==> src/hdl/ebnfgt_pkg.sv <==
`timescale 1ns / 1ps
// Shared types and codes for the grammar tokenizer.
// No dependencies; imported by every module of the block.
package ebnfgt_pkg;

	// token kinds
	localparam logic [3:0] KIND_EOF     = 4'd0;
	localparam logic [3:0] KIND_IDENT   = 4'd1;
	localparam logic [3:0] KIND_LITERAL = 4'd2;
	localparam logic [3:0] KIND_EQUAL   = 4'd3;
	localparam logic [3:0] KIND_SEMI    = 4'd4;
	localparam logic [3:0] KIND_BAR     = 4'd5;
	localparam logic [3:0] KIND_LPAREN  = 4'd6;
	localparam logic [3:0] KIND_RPAREN  = 4'd7;
	localparam logic [3:0] KIND_LBRACK  = 4'd8;
	localparam logic [3:0] KIND_RBRACK  = 4'd9;
	localparam logic [3:0] KIND_LBRACE  = 4'd10;
	localparam logic [3:0] KIND_RBRACE  = 4'd11;
	localparam logic [3:0] KIND_ERROR   = 4'd12;

	// scan modes
	localparam logic [1:0] MODE_IDLE    = 2'd0;
	localparam logic [1:0] MODE_IDENT   = 2'd1;
	localparam logic [1:0] MODE_LITERAL = 2'd2;

	// characters
	localparam logic [7:0] CH_NUL    = 8'h00;
	localparam logic [7:0] CH_EQUAL  = 8'h3D;
	localparam logic [7:0] CH_SEMI   = 8'h3B;
	localparam logic [7:0] CH_BAR    = 8'h7C;
	localparam logic [7:0] CH_LPAREN = 8'h28;
	localparam logic [7:0] CH_RPAREN = 8'h29;
	localparam logic [7:0] CH_LBRACK = 8'h5B;
	localparam logic [7:0] CH_RBRACK = 8'h5D;
	localparam logic [7:0] CH_LBRACE = 8'h7B;
	localparam logic [7:0] CH_RBRACE = 8'h7D;
	localparam logic [7:0] CH_DQUOTE = 8'h22;
	localparam logic [7:0] CH_SQUOTE = 8'h27;

	// result queue depth, power of two, at least 4
	localparam int RESULT_DEPTH = 8;

	typedef struct packed {
		logic [3:0] kind;
		logic [7:0] lexeme;
		logic       is_char;
		logic       last;
	} result_t;

	// everything one byte produces
	typedef struct packed {
		logic [1:0] mode;
		logic       quote_single;
		logic [1:0] cnt;
		result_t    res1;
		result_t    res0;
	} lex_out_t;

endpackage

==> src/hdl/ebnfgt_lex.sv <==
`timescale 1ns / 1ps
// Combinational scanner step: one byte plus scan state in, next state and up to two words out.
// Depends on ebnfgt_pkg.
module ebnfgt_lex import ebnfgt_pkg::*; (
	input  logic [1:0] mode,
	input  logic       quote_single,
	input  logic [7:0] text_byte,
	output lex_out_t   lex
);

	logic       is_letter;
	logic       is_digit;
	logic       is_space;
	logic [3:0] punct;
	logic       idle_has;
	result_t    idle_res;
	logic [1:0] idle_mode;
	logic       idle_quote;
	logic [7:0] close_ch;

	assign is_letter = (text_byte >= 8'h41 && text_byte <= 8'h5A) ||
	                   (text_byte >= 8'h61 && text_byte <= 8'h7A);
	assign is_digit  = text_byte >= 8'h30 && text_byte <= 8'h39;
	assign is_space  = text_byte == 8'h20 || (text_byte >= 8'h09 && text_byte <= 8'h0D);
	assign close_ch  = quote_single ? CH_SQUOTE : CH_DQUOTE;

	always_comb begin
		unique case (text_byte)
			CH_EQUAL:  punct = KIND_EQUAL;
			CH_SEMI:   punct = KIND_SEMI;
			CH_BAR:    punct = KIND_BAR;
			CH_LPAREN: punct = KIND_LPAREN;
			CH_RPAREN: punct = KIND_RPAREN;
			CH_LBRACK: punct = KIND_LBRACK;
			CH_RBRACK: punct = KIND_RBRACK;
			CH_LBRACE: punct = KIND_LBRACE;
			CH_RBRACE: punct = KIND_RBRACE;
			default:   punct = KIND_ERROR;
		endcase
	end

	// between tokens: at most one word
	always_comb begin
		idle_has   = 1'b1;
		idle_res   = '{kind: KIND_EOF, lexeme: 8'd0, is_char: 1'b0, last: 1'b0};
		idle_mode  = MODE_IDLE;
		idle_quote = quote_single;
		if (text_byte == CH_NUL) begin
			idle_res.kind = KIND_EOF;
		end else if (is_space) begin
			idle_has = 1'b0;
		end else if (is_letter) begin
			idle_mode = MODE_IDENT;
			idle_res  = '{kind: KIND_IDENT, lexeme: text_byte, is_char: 1'b1, last: 1'b0};
		end else if (text_byte == CH_DQUOTE || text_byte == CH_SQUOTE) begin
			idle_has   = 1'b0;
			idle_mode  = MODE_LITERAL;
			idle_quote = text_byte == CH_SQUOTE;
		end else begin
			idle_res.kind = punct;
		end
	end

	always_comb begin
		lex              = '0;
		lex.mode         = mode;
		lex.quote_single = quote_single;
		if (mode == MODE_IDENT) begin
			if (is_letter || is_digit) begin
				lex.cnt  = 2'd1;
				lex.res0 = '{kind: KIND_IDENT, lexeme: text_byte, is_char: 1'b1, last: 1'b1};
			end else begin
				// close the identifier, then treat the byte as between tokens
				lex.res0         = '{kind: KIND_IDENT, lexeme: 8'd0, is_char: 1'b0,
				                     last: !idle_has};
				lex.res1         = idle_res;
				lex.res1.last    = 1'b1;
				lex.cnt          = idle_has ? 2'd2 : 2'd1;
				lex.mode         = idle_mode;
				lex.quote_single = idle_quote;
			end
		end else if (mode == MODE_LITERAL) begin
			if (text_byte == close_ch) begin
				lex.cnt  = 2'd1;
				lex.res0 = '{kind: KIND_LITERAL, lexeme: 8'd0, is_char: 1'b0, last: 1'b1};
				lex.mode = MODE_IDLE;
			end else if (text_byte == CH_NUL) begin
				// literal cut short: complete it, then end of input
				lex.cnt  = 2'd2;
				lex.res0 = '{kind: KIND_LITERAL, lexeme: 8'd0, is_char: 1'b0, last: 1'b0};
				lex.res1 = '{kind: KIND_EOF, lexeme: 8'd0, is_char: 1'b0, last: 1'b1};
				lex.mode = MODE_IDLE;
			end else begin
				lex.cnt  = 2'd1;
				lex.res0 = '{kind: KIND_LITERAL, lexeme: text_byte, is_char: 1'b1, last: 1'b1};
			end
		end else begin
			lex.cnt          = idle_has ? 2'd1 : 2'd0;
			lex.res0         = idle_res;
			lex.res0.last    = 1'b1;
			lex.mode         = idle_mode;
			lex.quote_single = idle_quote;
		end
	end

endmodule

==> src/hdl/ebnfgt_fifo.sv <==
`timescale 1ns / 1ps
// Result queue: takes zero, one or two words per cycle, gives one per cycle when popped.
// Depends on ebnfgt_pkg.
module ebnfgt_fifo import ebnfgt_pkg::*; #(
	parameter int DEPTH = RESULT_DEPTH
) (
	input  logic                     clk,
	input  logic                     arst_n,
	input  logic [1:0]               push_cnt,
	input  result_t                  push0,
	input  result_t                  push1,
	input  logic                     pop,
	output result_t                  head,
	output logic [$clog2(DEPTH):0]   count
);

	localparam int PTR_W = $clog2(DEPTH);

	result_t            mem_q [DEPTH];
	logic [PTR_W-1:0]   wr_ptr_q;
	logic [PTR_W-1:0]   rd_ptr_q;
	logic [PTR_W:0]     count_q;
	logic [PTR_W-1:0]   wr_next;

	assign wr_next = wr_ptr_q + PTR_W'(1);
	assign head    = mem_q[rd_ptr_q];
	assign count   = count_q;

	always_ff @(posedge clk) begin
		if (push_cnt != 2'd0) begin
			mem_q[wr_ptr_q] <= push0;
		end
		if (push_cnt == 2'd2) begin
			mem_q[wr_next] <= push1;
		end
	end

	always_ff @(posedge clk or negedge arst_n) begin
		if (!arst_n) begin
			wr_ptr_q <= '0;
			rd_ptr_q <= '0;
			count_q  <= '0;
		end else begin
			wr_ptr_q <= wr_ptr_q + PTR_W'(push_cnt);
			rd_ptr_q <= rd_ptr_q + PTR_W'(pop);
			count_q  <= count_q + (PTR_W+1)'(push_cnt) - (PTR_W+1)'(pop);
		end
	end

endmodule

==> src/hdl/ebnf_grammar_tokenizer.sv <==
`timescale 1ns / 1ps
// Top level of the grammar tokenizer: input register, scanner step, result queue.
// Depends on ebnfgt_pkg, ebnfgt_lex and ebnfgt_fifo.

// The tokenizer takes one grammar byte per word on the slave side and can accept a
// new byte in every cycle. A zero byte ends the input and yields an eof token; the
// scanner is idle again after it. Identifier and literal text comes out one character
// per word (m_tuser high, kind 1 or 2), followed by one completion word (m_tuser low)
// per token; punctuation, eof and error tokens are single completion words. m_tlast
// marks the final word caused by one input byte; a byte may cause none, one or two.
// An accepted byte waits in the input register; the combinational scanner step then
// writes the words it causes into the result queue. Throughput is one
// byte per cycle while the master side drains one word per cycle; the queue of
// FIFO_DEPTH words absorbs the occasional two-word byte, and s_tready drops only
// while the queue cannot take two more words for the byte in flight and the next one.
module ebnf_grammar_tokenizer import ebnfgt_pkg::*; #(
	parameter int FIFO_DEPTH = RESULT_DEPTH  // power of two, at least 4
) (
	input  logic        clk,
	input  logic        arst_n,
	input  logic        s_tvalid,
	output logic        s_tready,
	input  logic [7:0]  s_tdata,   // [7:0] text_byte
	output logic        m_tvalid,
	input  logic        m_tready,
	output logic [15:0] m_tdata,   // [3:0] token_kind, [11:4] lexeme_byte, [15:12] zero
	output logic        m_tuser,   // [0] is_lexeme_char
	output logic        m_tlast    // last_of_item
);

	localparam int CNT_W = $clog2(FIFO_DEPTH) + 1;

	// input register
	logic             valid_s1;
	logic [7:0]       byte_s1;

	// scan state
	logic [1:0]       mode_q;
	logic             quote_q;

	lex_out_t         lex;
	result_t          head;
	logic [CNT_W-1:0] count;
	logic [CNT_W:0]   reserved;
	logic             pop;
	logic [1:0]       push_cnt;

	// Admit a byte only if the queue can take two words from the byte already in the
	// input register and two from the new one.
	assign reserved = {1'b0, count} + (valid_s1 ? (CNT_W+1)'(2) : (CNT_W+1)'(0))
	                  + (CNT_W+1)'(2);
	assign s_tready = reserved <= (CNT_W+1)'(FIFO_DEPTH);

	always_ff @(posedge clk or negedge arst_n) begin
		if (!arst_n) begin
			valid_s1 <= 1'b0;
		end else begin
			valid_s1 <= s_tvalid && s_tready;
		end
	end

	// payload: hold the accepted byte
	always_ff @(posedge clk) begin
		if (s_tvalid && s_tready) begin
			byte_s1 <= s_tdata;
		end
	end

	ebnfgt_lex u_lex (
		.mode         (mode_q),
		.quote_single (quote_q),
		.text_byte    (byte_s1),
		.lex          (lex)
	);

	// advance scan state once per byte in the input register
	always_ff @(posedge clk or negedge arst_n) begin
		if (!arst_n) begin
			mode_q  <= MODE_IDLE;
			quote_q <= 1'b0;
		end else if (valid_s1) begin
			mode_q  <= lex.mode;
			quote_q <= lex.quote_single;
		end
	end

	assign push_cnt = valid_s1 ? lex.cnt : 2'd0;
	assign pop      = m_tvalid && m_tready;

	ebnfgt_fifo #(
		.DEPTH (FIFO_DEPTH)
	) u_fifo (
		.clk      (clk),
		.arst_n   (arst_n),
		.push_cnt (push_cnt),
		.push0    (lex.res0),
		.push1    (lex.res1),
		.pop      (pop),
		.head     (head),
		.count    (count)
	);

	assign m_tvalid = count != '0;
	assign m_tdata  = {4'd0, head.lexeme, head.kind};
	assign m_tuser  = head.is_char;
	assign m_tlast  = head.last;

endmodule

==> config.mk <==
export PLATFORM = sky130hd
export DESIGN_NAME = ebnf_grammar_tokenizer
export DESIGN_NICKNAME = d
export VERILOG_FILES = /design/src/hdl/ebnfgt_pkg.sv /design/src/hdl/ebnfgt_lex.sv /design/src/hdl/ebnfgt_fifo.sv /design/src/hdl/ebnf_grammar_tokenizer.sv
export SDC_FILE = /design/constraint.sdc
export NUM_CORES = 1
export LEC_CHECK = 0
export BUFFER_PORTS_ARGS = -buffer_cell sky130_fd_sc_hd__buf_2
export CAP_MARGIN = 20
export CELL_PAD_IN_SITES_DETAIL_PLACEMENT = 0
export CELL_PAD_IN_SITES_GLOBAL_PLACEMENT = 1
export CORE_MARGIN = 3
export CORE_UTILIZATION = 40
export DETAILED_ROUTE_END_ITERATION = 8
export PLACE_DENSITY_LB_ADDON = 0.1
export SLEW_MARGIN = 20
export SYNTH_ARGS = -nofsm -noshare
export SYNTH_HDL_FRONTEND = slang
export SYNTH_SLANG_ARGS = --single-unit
==> constraint.sdc <==
create_clock -name clk -period 3.6 [get_ports clk]
set_clock_uncertainty 0.05 [all_clocks]
set_input_delay 0.36 -clock clk [delete_from_list [all_inputs] [get_ports clk]]
set_output_delay 0.36 -clock clk [all_outputs]
set_load 0.02 [all_outputs]
==> results.md, run 1 <==
* Status: complete, no violations
* Diodes inserted at 0
* Fin area at 7710 µm²
* Peak supply drop at 0.460 mV
* Ys async rst share at 10.4%
* Largest fanout on the critical path at 9
* Slew headroom at 36.5%
* # rows at 46
* Number of synthesized flops with an enable pin at 120
* Tcrit/Tclk final at about 86%
* Dpl cell area at 7150 µm²
* Clock root cell: clkbuf_16
* Max Cap Violations at 0
* Total congestion overflow at 0
* LEAKAGE at between 2 and 3 nW
* CP Class: reg2reg
* Main area contributors after synthesis: edfxtp_1, mux4_2, dfrtp_1
* Hold WC Path Type: in2reg
* IO Pins at 32
* Maximum clock insertion buffer count at 2
* Overall Global Routing Usage at 17.1%
* H-tree depth at 4
* Area grow syn2layout at 15.4%
* Avg WL per Cell at approximately 19 µm
* Layout cells sized above 1 at 23.0%
* Post-Syn Area per Cell at ~13 µm²
* Initial antenna violation count at 0
* Synth warnings at 0
* Count leader, synth: edfxtp_1
* Initial core utilization at roughly 41%
* Dpl cells at about 740
* Fin worst setup slack at approximately 500 ps
* Via density at 5.27
* Clock transition at path regs at approximately 50 ps
* CTS Buf Count at 17
* Post-synth top cells: edfxtp_1, nor2b_1, nor2_1
* Core Box Area at 16100 µm²
* #FFs+latches synth at 134
* Remaining antenna violation count after routing at 0
* Hpwl dp at 9.55 mm
* Post-synth top area cell: edfxtp_1
* Placer Congestion at 0.750
* Pwr dens at approximately 870 nW/µm²
* Post-synth top area share at 53.9%
* DRC violations left at 0
* Crit end category: flip-flop
* Startpoint Class: flip-flop
* Final nets at 568
* CTS Sinks at 134
* Core Util, Final at 47.8%
* Chip width at 135 µm
* Max Slew Vio Count at 0
* Cell Area, Synth at ~6700 µm²
* Slew at the pin closest to its max-slew limit at between 900 and 1000 ps
* Setup TNS Final at 0 ps
* CTS tree: done
* Post_cts resized at 0
* # port buffers at 27
* Mapped Cells at 502
* Sequential area share after synthesis at 59.2%
* Max Freq at 0.322 GHz
* TritonRoute pass-1 iters at 6
* Clk Latency, worst-skew pair at 420 ps
* Via count at 4050
* Routed WL at roughly 15 mm
* Die area at approximately 18000 µm²
* Fin cells at 769
* Largest net degree at the start of global routing at 49
* Initial drt markers at ~270
* Worst Path Required at 3890 ps
* Layout filler cell count at 1448
* Final hold vios at 0
* Setup WS pre-CTS at 497 ps
* Cell variety after synth at 51
* Final setup viols at 0
* Vias in the first global route at 4019
* First-pass GRT wire length at 23.3 mm
* Fin crit period at 3100 ps
* Worst EP arrival at 3390 ps
* Die H at 135 µm
* Unrepaired setup endpoints after global routing: false
* Main synth FF type: edfxtp_1
-- worst max-delay path: stages (launching register included) --
cell,delay [ps]
edfxtp_1,380
or4_1,570
nor2_1,280
o31ai_2,210
a211oi_4,270
nand2_1,130
ha_1,340
inv_1,50
ha_1,280
a21o_1,150
a21oi_1,160
xor2_1,160
-- what timing repair did --
item | CTS | global route
setup buffers | 0 | 0
endpoints found under the hold margin | 14 | 0
hold buffers | 1 | 0
-- flip-flops by register name (all words and copies together), names as in the netlist --
name / flops
u_fifo.mem_q: 112
byte_s1: 8
u_fifo.count: 4
u_fifo.rd_ptr_q: 3
u_fifo.wr_ptr_q: 3
mode_q: 2
quote_q: 1
valid_s1: 1
-- worst paths after layout --
path                                              startpoint                      endpoint  slack [ps]  cells past startpoint
worst max-delay path                    byte_s1[4]$_DFFE_PP_     u_fifo.count[3]$_DFF_PN0_         500                     11
worst min-delay path                              s_tdata[6]          byte_s1[6]$_DFFE_PP_          70                      1
worst max register to register          byte_s1[4]$_DFFE_PP_     u_fifo.count[3]$_DFF_PN0_         500                     11
worst min register to register  u_fifo.rd_ptr_q[1]$_DFF_PN0_  u_fifo.rd_ptr_q[1]$_DFF_PN0_         450                      1
max in group asynchronous                             arst_n  u_fifo.rd_ptr_q[0]$_DFF_PN0_        2910                      2
min in group asynchronous                             arst_n     u_fifo.count[0]$_DFF_PN0_         320                      2
-- cells by family after synthesis --
logic type / count (synthesis) / synth area share [%]
and+or+nand+nor: 169 / 13.2
DFF: 134 / 59.2
muxes: 59 / 14.3
buffers and inverters: 59 / 3.73
AOI/OAI and AO/OA: 55 / 5.15
adders and majority gates: 17 / 3.37
xor gates and xnor gates: 8 / 1.05
other: 1 / 0.0561
-- power breakdown --
part / internal (W) / switching, W
combinational: 0.00112 / 0.00158
clock: 0.00101 / 0.000613
sequential: 0.00220 / 0.000215
total: 0.00433 / 0.00240
-- final cells by class --
| type | count | area (µm²) | area share (%) |
|---|---|---|---|
| multi-input combinational | 312 | 2500 | 32.5 |
| timing repair buffer | 54 | 353 | 4.58 |
| clock buffer | 22 | 444 | 5.76 |
| tap | 216 | 270 | 3.50 |
| sequential | 134 | 3960 | 51.3 |
| clock inverter | 10 | 106 | 1.38 |
| inverter | 21 | 78.8 | 1.02 |
-- per-stage QoR --
step	hold WS [ps]	total power (W)
finish	65.4	0.00673
global route	47.7	0.00719
CTS	39.1	0.00683
detailed placement	238	0.00519
global placement	232	0.00516
floorplan	14.4	0.00437
-- cells in the final DEF, fill, tap and decap left out, types with 5 or more instances in the layout --
cell and instances:
inv_1 20, dfrtp_1 13, nand2_1 35, o21ai_1 8, mux4_2 28, clkbuf_16 17
and3_1 11, a21oi_1 6, nor2b_1 43, nor3_1 6, nor2_1 38, buf_2 27
mux2_2 14, ha_1 14, clkbuf_1 5, mux2i_1 17, edfxtp_1 120, o21ai_0 25
nand3_1 6, buf_4 25, nand4_1 10
-- metal layers --
layer	share of wire, %	wire, µm	track usage, %
met1	49	7110	24.5
met2	47	6810	26.4
met3	3.6	523	4.01
met4	1.1	160	4.70
met5	0	0	0
No activity file was read; power rests on OpenSTA's default activity.
==> run 2, diff against run 1 <==
--- a/config.mk
+++ b/config.mk
@@ -12,6 +12,7 @@
 export CORE_MARGIN = 3
 export CORE_UTILIZATION = 40
 export DETAILED_ROUTE_END_ITERATION = 8
+export GPL_TIMING_DRIVEN = 0
 export PLACE_DENSITY_LB_ADDON = 0.1
 export SLEW_MARGIN = 20
 export SYNTH_ARGS = -nofsm -noshare
==> run 2 against run 1 <==
Compared with the run above: final cell count is 2.9% higher; clock-buffer cell count is 4 lower; first-iteration DRC count is 14% higher; wire length is 5.1% higher; via count is 1.7% higher; sequential share of layout area is 0.99 points lower; power is 2.7% higher; global-route usage is 1.2 points higher; die area stayed put; fmax is 8.2% lower; critical path type unchanged; critical endpoint unchanged; largest cell class unchanged; largest power group unchanged.
==> results.md, run 2 (synthesis gave the netlist of run 1 again) <==
* Status: complete, no violations (unchanged)
* Initial antenna violation count at 0 (unchanged)
* Worst Path Required at 3890 ps (about the same)
* Max Freq at 0.296 GHz (was 0.322 GHz)
* IO Pins at 32 (unchanged)
* Max reg flops at 112 (unchanged)
* Area grow syn2layout at 17.6% (was 15.4%)
* Slew headroom at 28.2% (was 36.5%)
* Slew at the pin closest to its max-slew limit at 1080 ps (was 952 ps)
* Final hold vios at 0 (unchanged)
* Largest net degree at the start of global routing at 17 (was 49)
* Max Slew Vio Count at 0 (unchanged)
* Clk Latency, worst-skew pair at 410 ps (was 420 ps)
* Diodes inserted at 0 (unchanged)
* Startpoint Class: flip-flop (unchanged)
* Core Box Area at 16100 µm² (unchanged)
* Met1 usage at 24.5% (about the same)
* M3 GR Usage at 3.90% (was 4.01%)
* TritonRoute pass-1 iters at 4 (was 6)
* CTS Sinks at 134 (unchanged)
* Layout cells sized above 1 at 23.5% (was 23.0%)
* Initial core utilization at 41.5% (unchanged)
* Gr busiest metal: met2 (unchanged)
* Clock root cell: clkbuf_16 (unchanged)
* Vias in the first global route at 4335 (was 4019)
* GRT met2 Usage at 29.5% (was 26.4%)
* Worst EP arrival at 3670 ps (was 3390 ps)
* Max Cap Violations at 0 (unchanged)
* Remaining antenna violation count after routing at 0 (unchanged)
* Maximum clock insertion buffer count at 2 (unchanged)
* Via density at 5.20 (was 5.27)
* Peak supply drop at 0.370 mV (was 0.460 mV)
* Clock transition at path regs at 60 ps (was 50 ps)
* Hold WC Path Type: in2reg (unchanged)
* Commonest cells after routing, fill and taps aside: edfxtp_1, nor2b_1, nor2_1, nand2_1, buf_2 (was edfxtp_1, nor2b_1, nor2_1, nand2_1, mux4_2)
* Pwr Total at 0.00691 W (was 0.00673 W)
* # port buffers at 27 (unchanged)
* Hold path cells at 1 (unchanged)
* Placer Congestion at 0.828 (was 0.750)
* Fin crit period at 3380 ps (was 3100 ps)
* Avg WL per Cell at 19.4 µm (was 19.0 µm)
* LEAKAGE at 2.93 nW (was 2.88 nW)
* Tcrit/Tclk final at 93.9% (was 86.2%)
* Final setup viols at 0 (unchanged)
* First-pass GRT wire length at 24.7 mm (was 23.3 mm)
* Hpwl dp at 11.1 mm (was 9.55 mm)
* Total congestion overflow at 0 (unchanged)
* Initial drt markers at 313 (was 274)
* R2R depth at 12 (was 11)
* Die H at 135 µm (unchanged)
* Largest fanout on the critical path at 10 (was 9)
* DRC violations left at 0 (unchanged)
* Pwr dens at 880 nW/µm² (was 873 nW/µm²)
* Final nets at 590 (was 568)
* Routed WL at 15.3 mm (was 14.6 mm)
* CP Class: reg2reg (unchanged)
* Chip width at 135 µm (unchanged)
* CTS tree: done (unchanged)
* Fin area at 7860 µm² (was 7710 µm²)
* Setup TNS Final at 0 ps (unchanged)
* Overall Global Routing Usage at 18.3% (was 17.1%)
* Dpl cell area at 7230 µm² (was 7150 µm²)
* Via count at 4117 (was 4050)
* H-tree depth at 4 (unchanged)
* Crit end category: flip-flop (unchanged)
* Most common cell after layout, fill and taps aside: edfxtp_1 (unchanged)
* # rows at 46 (unchanged)
* Die area at 18300 µm² (unchanged)
* Largest register by flop count: u_fifo.mem_q (unchanged)
* CTS Buf Count at 17 (unchanged)
## run 2: final cells by class
type / count / area (µm²)
multi-input cells: 312 / 2540
flip-flops and latches: 134 / 3950
clock inverters: 14 / 158
clock buffers: 18 / 429
inverters: 21 / 78.8
well taps: 216 / 270
repair buffers: 38 / 262
plain buffers: 38 / 171
fillers: 1447 / 8260
## run 2: timing repair
action / 4_1_cts / 5_1_grt
endpoints found under the setup margin: 0 / 58
setup buffers: 0 / 2
hold buffers: 1 / 0
resized for setup: 0 / 6
hold endpoints to repair: 14 / 0
## run 2: critical path, cell delays in order (launching register included)
cell and delay (ps):
edfxtp_1 470, or4_1 560, nor2_2 200, o31ai_2 170, a211oi_4 340, buf_4 240
nand2_1 120, ha_1 350, inv_1 50, ha_1 280, a21o_1 160, a21oi_1 160
xor2_1 150
## run 2: worst paths after layout
check | startpoint | to | slack (ps)
setup / recovery | byte_s1[2]$_DFFE_PP_ | u_fifo.count[3]$_DFF_PN0_ | 220
hold / removal | s_tdata[6] | byte_s1[6]$_DFFE_PP_ | 70
setup reg to reg | byte_s1[2]$_DFFE_PP_ | u_fifo.count[3]$_DFF_PN0_ | 220
hold reg to reg | u_fifo.rd_ptr_q[1]$_DFF_PN0_ | u_fifo.rd_ptr_q[1]$_DFF_PN0_ | 450
max in group asynchronous | arst_n | mode_q[0]$_DFFE_PN0P_ | 2930
min in group asynchronous | arst_n | u_fifo.count[2]$_DFF_PN0_ | 330
## run 2: power breakdown
group          internal (W)  switching, W  leakage (nW)  total, W
combinational       0.00115       0.00174          1.38   0.00289
clock               0.00108      0.000641         0.283   0.00172
sequential          0.00220      0.000104          1.27   0.00230
## run 2: through the flow
stage | utilization, % | hold WS (ps) | worst slack, ps | std cells
floorplan | - | 14.4 | 488 | 505
global placement | 44.1 | 230 | -1080 | 748
detailed placement | 44.9 | 230 | 100 | 756
CTS | 48.6 | 50.7 | 11.4 | 789
global route | 48.8 | 54.3 | -6.54 | 791
finish | 48.8 | 69.7 | 221 | 791
## run 2: per-layer routing
layer  routed length [µm]  share of wire [%]
met2                 7370                 48
met3                  769                5.0
met5                    0                  0
met4                  399                2.6
met1                 6800                 44
